File: config.mk
export PLATFORM = sky130hd
export DESIGN_NAME = tgsa_ctrl
export DESIGN_NICKNAME = d
export VERILOG_FILES = /design/src/rtl/core/tgsa_pkg.sv /design/src/rtl/core/tgsa_ctrl.sv
export VERILOG_INCLUDE_DIRS = /design/src /design/src/rtl/core
export SDC_FILE = /design/constraint.sdc
export NUM_CORES = 1
export LEC_CHECK = 0
export BUFFER_PORTS_ARGS = -buffer_cell sky130_fd_sc_hd__buf_2
export CAP_MARGIN = 20
export CORE_AREA = 2 2 39 41
export DETAILED_ROUTE_END_ITERATION = 10
export DIE_AREA = 0 0 41 43
export PLACE_DENSITY = 0.53
export SLEW_MARGIN = 20
export SYNTH_ARGS = -nofsm -noshare
export SYNTH_HDL_FRONTEND = slang
export SYNTH_SLANG_ARGS = --single-unit
export TNS_END_PERCENT = 10
File: constraint.sdc
create_clock -name clk -period 2.98 [get_ports clk]
set_input_delay 0.298 -clock clk [delete_from_list [all_inputs] [get_ports clk]]
set_output_delay 0.298 -clock clk [all_outputs]
set_load 0.005 [all_outputs]
File: src/rtl/core/texture_gradient_scatter_add_core_assert.svh
// Assertion macros for the texture gradient scatter-add core.
// Used by the controller; expects clk and rst_n in scope.
`ifndef TEXTURE_GRADIENT_SCATTER_ADD_CORE_ASSERT_SVH
`define TEXTURE_GRADIENT_SCATTER_ADD_CORE_ASSERT_SVH
`ifndef SYNTHESIS
// Same-cycle implication
`define TGSA_ASSERT_IMP(lbl, ante, cons, msg) \
  lbl: assert property (@(posedge clk) disable iff (!rst_n) (ante) |-> (cons)) \
    else $error(msg);
// Next-cycle implication
`define TGSA_ASSERT_NXT(lbl, ante, cons, msg) \
  lbl: assert property (@(posedge clk) disable iff (!rst_n) (ante) |=> (cons)) \
    else $error(msg);
`else
`define TGSA_ASSERT_IMP(lbl, ante, cons, msg)
`define TGSA_ASSERT_NXT(lbl, ante, cons, msg)
`endif
`endif

File: src/rtl/core/tgsa_pkg.sv
// Shared types for the texture gradient scatter-add core.
// Command and status bundles between controller and datapath; no dependencies.
package tgsa_pkg;

  // Controller to datapath commands
  typedef struct packed {
    logic clear_wr;
    logic capture;
    logic calc;
    logic mem_rd;
    logic finish;
  } tgsa_cmd_t;

  // Datapath to controller status
  typedef struct packed {
    logic clear_last;
    logic slot_free;
  } tgsa_sts_t;

endpackage

File: src/rtl/core/tgsa_ctrl.sv
// Sequencing state machine for the texture gradient scatter-add core.
// Depends on tgsa_pkg and the assertion macro header.
`include "texture_gradient_scatter_add_core_assert.svh"

module tgsa_ctrl (
  input  logic                clk,
  input  logic                rst_n,
  input  logic                in_valid,
  output logic                in_ready,
  input  tgsa_pkg::tgsa_sts_t sts,
  output tgsa_pkg::tgsa_cmd_t cmd
);
  import tgsa_pkg::*;

  typedef enum logic [4:0] {
    S_CLEAR = 5'b00001,
    S_IDLE  = 5'b00010,
    S_ADDR  = 5'b00100,
    S_RDMEM = 5'b01000,
    S_FIN   = 5'b10000
  } state_t;

  state_t state_r, state_nxt;

  // Next state
  always_comb begin
    state_nxt = state_r;
    unique case (state_r)
      S_CLEAR: if (sts.clear_last) state_nxt = S_IDLE;
      S_IDLE:  if (in_valid) state_nxt = S_ADDR;
      S_ADDR:  state_nxt = S_RDMEM;
      S_RDMEM: state_nxt = S_FIN;
      S_FIN:   if (sts.slot_free) state_nxt = S_IDLE;
      default: state_nxt = S_CLEAR;
    endcase
  end

  always_ff @(posedge clk) begin
    if (!rst_n) begin
      state_r <= S_CLEAR;
    end else begin
      state_r <= state_nxt;
    end
  end

  // Decode commands
  assign in_ready     = (state_r == S_IDLE);
  assign cmd.clear_wr = (state_r == S_CLEAR);
  assign cmd.capture  = (state_r == S_IDLE) && in_valid;
  assign cmd.calc     = (state_r == S_ADDR);
  assign cmd.mem_rd   = (state_r == S_RDMEM);
  assign cmd.finish   = (state_r == S_FIN) && sts.slot_free;

  `TGSA_ASSERT_NXT(a_capture_to_addr, cmd.capture, state_r == S_ADDR, "item capture did not advance")
  `TGSA_ASSERT_NXT(a_read_to_fin, state_r == S_RDMEM, state_r == S_FIN, "read did not advance")
  `TGSA_ASSERT_NXT(a_fin_stall, (state_r == S_FIN) && !sts.slot_free, state_r == S_FIN, "left finish while output full")
  `TGSA_ASSERT_NXT(a_clear_hold, (state_r == S_CLEAR) && !sts.clear_last, state_r == S_CLEAR, "clear pass cut short")
  `TGSA_ASSERT_IMP(a_no_accept_clear, cmd.clear_wr, !in_ready, "item accepted during clear")

endmodule

==> out/metrics.yaml <==
status: "complete, no violations"
synth_top_cell_area_share_pct: 30.2
ir_drop_mv: 0.154
worst_pin_slew_ns: 0.349
final-setup-viol-count: 0
coreArea_sq_mm: 0.00138
die_area_sq_mm: 0.00176
first_pass_iters: 4
path_class: "register to output port"
finalClockSkew_ns: 0.00203
num_rows: 14
hp-class: "input port to register"
critPathBufInv: 1
powerDensity_mw_per_mm2: 517
cts_tree: "built"
critPathMaxStageDelay_ns: 0.46
seq_area_frac_synth_pct: 30.2
globalplace.congestion: 0.708
timing.final.crit_share_pct: 55.9
cp_cell_sequence: "or3_4 > nor3_1 > buf_2"
regToRegSetupSlack_ns: 1.58
grt_start_max_net_pins: 11
cts_made_buffers: 3
grt_first_pass_wirelength_microns: 1100
path_max_fanout: 10
ant_nets: 0
fmax_mhz: 601
largest_registers: "state_r x5"
totalWireLength_microns: 629
hold_path.startpoint: "rst_n"
synth_area_sq_um: 332
grt_pass1_vias: 275
p_leak_nw: 0.216
grt-ovfl-total: 0
reg2reg_depth: 3
dr_total_vias: 299
p_total_w: 0.000217
io_pins: 11
hold_end: "state_r[1]"
min_path_cells: 3
io_buffers: 10
slowest_stage: "or3_4"
r2r-start: "state_r[1]"
synth_top_area_cell: "dfxtp_1"
viasPerCell: 4.67
yosysWarnings: 0
synthCells: 35
area_delta_synth_final_pct: 26.8
post_cts_resized: 0
ys_ff_latch: 5
critical_path_required_ns: 2.68
critPathLaunchType: "register"
num-fill-cells: 153
cts_hold_buf: 0
drive_above_1_share_pct: 41.7
synthTopCellsByCount: "dfxtp_1 (5), nor2_1 (4), nor3_1 (3), nor3b_1 (3)"
nets: 54
synth_most_common_cell: "dfxtp_1"
insertedDiodeCount: 0
drt_iter0_drc: 6
async_flop_share_pct: 0
top_register: "state_r"
cts_buffer_depth: 2
cts_root_buffer: "clkbuf_4"
die_h_microns: 43
cp_top_family: "simple AND/OR/NAND/NOR gates"
hpwl_microns: 483
ctsHtreeMaxLevel: 1
seqCellArea_sq_um: 100
drv_cap: 0
synth_cell_type_count: 21
syn-num-nets: 40
fin_util_pct: 30.4
rsz0062_at_grt: "no"
syn_avg_cell_area_sq_um: 9.47
ys.flop_type: "dfxtp_1"
relSlewSlack_pct: 76.4
grt_use_total_pct: 9.54
multiInputGateArea_sq_um: 220
finalHoldViolations: 0
cts.sinks: 5
holdWs_ns: 0.350
chipWidth_microns: 41
avgRoutedWirePerCell_microns: 9.83
critPathArrivalTime_ns: 1.37
largest_reg_flops: 5
clk_pin_slew_ns: 0.04
grt_antenna_before_repair: 0
initial_core_util_pct: 24.0
fin_setup_tns_ns: 0
regToRegEndpoint: "state_r[4]"
drc: 0
post_cts_buffers: 0
synth_area_leaders: "dfxtp_1 (30%), nor3b_1 (6.8%), o31ai_4 (6.4%)"
clock_latency_ns: 0.24
final_max_slew_viol_count: 0
period_needed_ns: 1.66
synth_edf_count: 0
cp-end-kind: "output port"
## per-layer routing
metal  up-vias  global-route usage [%]  part of all wire, %
met5         -                       0                    0
met4         0                    10.0                    0
met3         0                    1.57                  2.9
met2         4                    13.8                   55
met1       138                    10.6                   42
li1        157                       -                    -
## worst max-delay path by stage
stage / from / end / cells past startpoint
floorplan: state_r[1] / cmd[0] / 2
CTS: state_r[1] / cmd[0] / 3
finish: state_r[1] / cmd[0] / 3
detailed placement: state_r[1] / cmd[0] / 3
global placement: state_r[1] / cmd[0] / 3
global route: state_r[1] / cmd[0] / 3
## cells in the final DEF (no fill, tap or decap)
| master | instances |
|---|---|
| and3_1 | 1 |
| o21ai_0 | 2 |
| nand2b_1 | 2 |
| o21ba_1 | 1 |
| clkbuf_1 | 1 |
| nor3_4 | 1 |
| nor3_1 | 3 |
| nor3b_1 | 3 |
| dfxtp_1 | 5 |
| clkbuf_4 | 3 |
| or3_4 | 1 |
| and2b_2 | 1 |
| o21bai_1 | 1 |
| o311ai_0 | 1 |
| o211a_1 | 1 |
| and3b_2 | 2 |
| nor2_1 | 4 |
| xor2_1 | 1 |
| o31ai_4 | 1 |
| inv_1 | 1 |
| buf_2 | 10 |
| and4b_2 | 1 |
| a21oi_1 | 1 |
## through the flow
stage                     setup slack, ns  instance area (sq um)  std cells
after floorplan                      1.69                    332         35
after global placement               1.57                    394         60
after detailed placement             1.57                    394         60
after CTS                            1.30                    420         64
after global routing                 1.24                    420         64
final                                1.32                    420         64
## power by group
part	leakage (nW)	total (W)	internal [W]	switching [W]
logic	0.160	0.0000573	0.0000293	0.0000280
clock network	0.0150	0.0000763	0.0000505	0.0000258
registers	0.0408	0.0000840	0.0000734	0.0000106
total	0.216	0.000217	0.000153	0.0000643
## cell type report
type                            count  area share (%)
Clock buffer                        4            6.25
Inverter                            1           0.893
Multi-Input combinational cell     28            52.4
Sequential cell                     5            23.8
Tap cell                           16            4.76
Timing Repair Buffer               10            11.9
## cell families (layout without fill, tap and decap cells)
family / after synthesis / in the layout / share of synthesized area (%)
buffers and inverters: 2 / 15 / 3.40
and+or+nand+nor: 19 / 19 / 41.9
DFF: 5 / 5 / 30.2
xor gates and xnor gates: 1 / 1 / 2.64
AOI/OAI and AO/OA: 8 / 8 / 21.9
## worst min-delay path: cells and delay by family
family | cells | cell delay [ns]
AO/OA/AOI/OAI | 1 | 0.07
AND/OR/NAND/NOR | 1 | 0.05
buffers and inverters | 1 | 0.11
No activity file was read; power rests on OpenSTA's default activity.
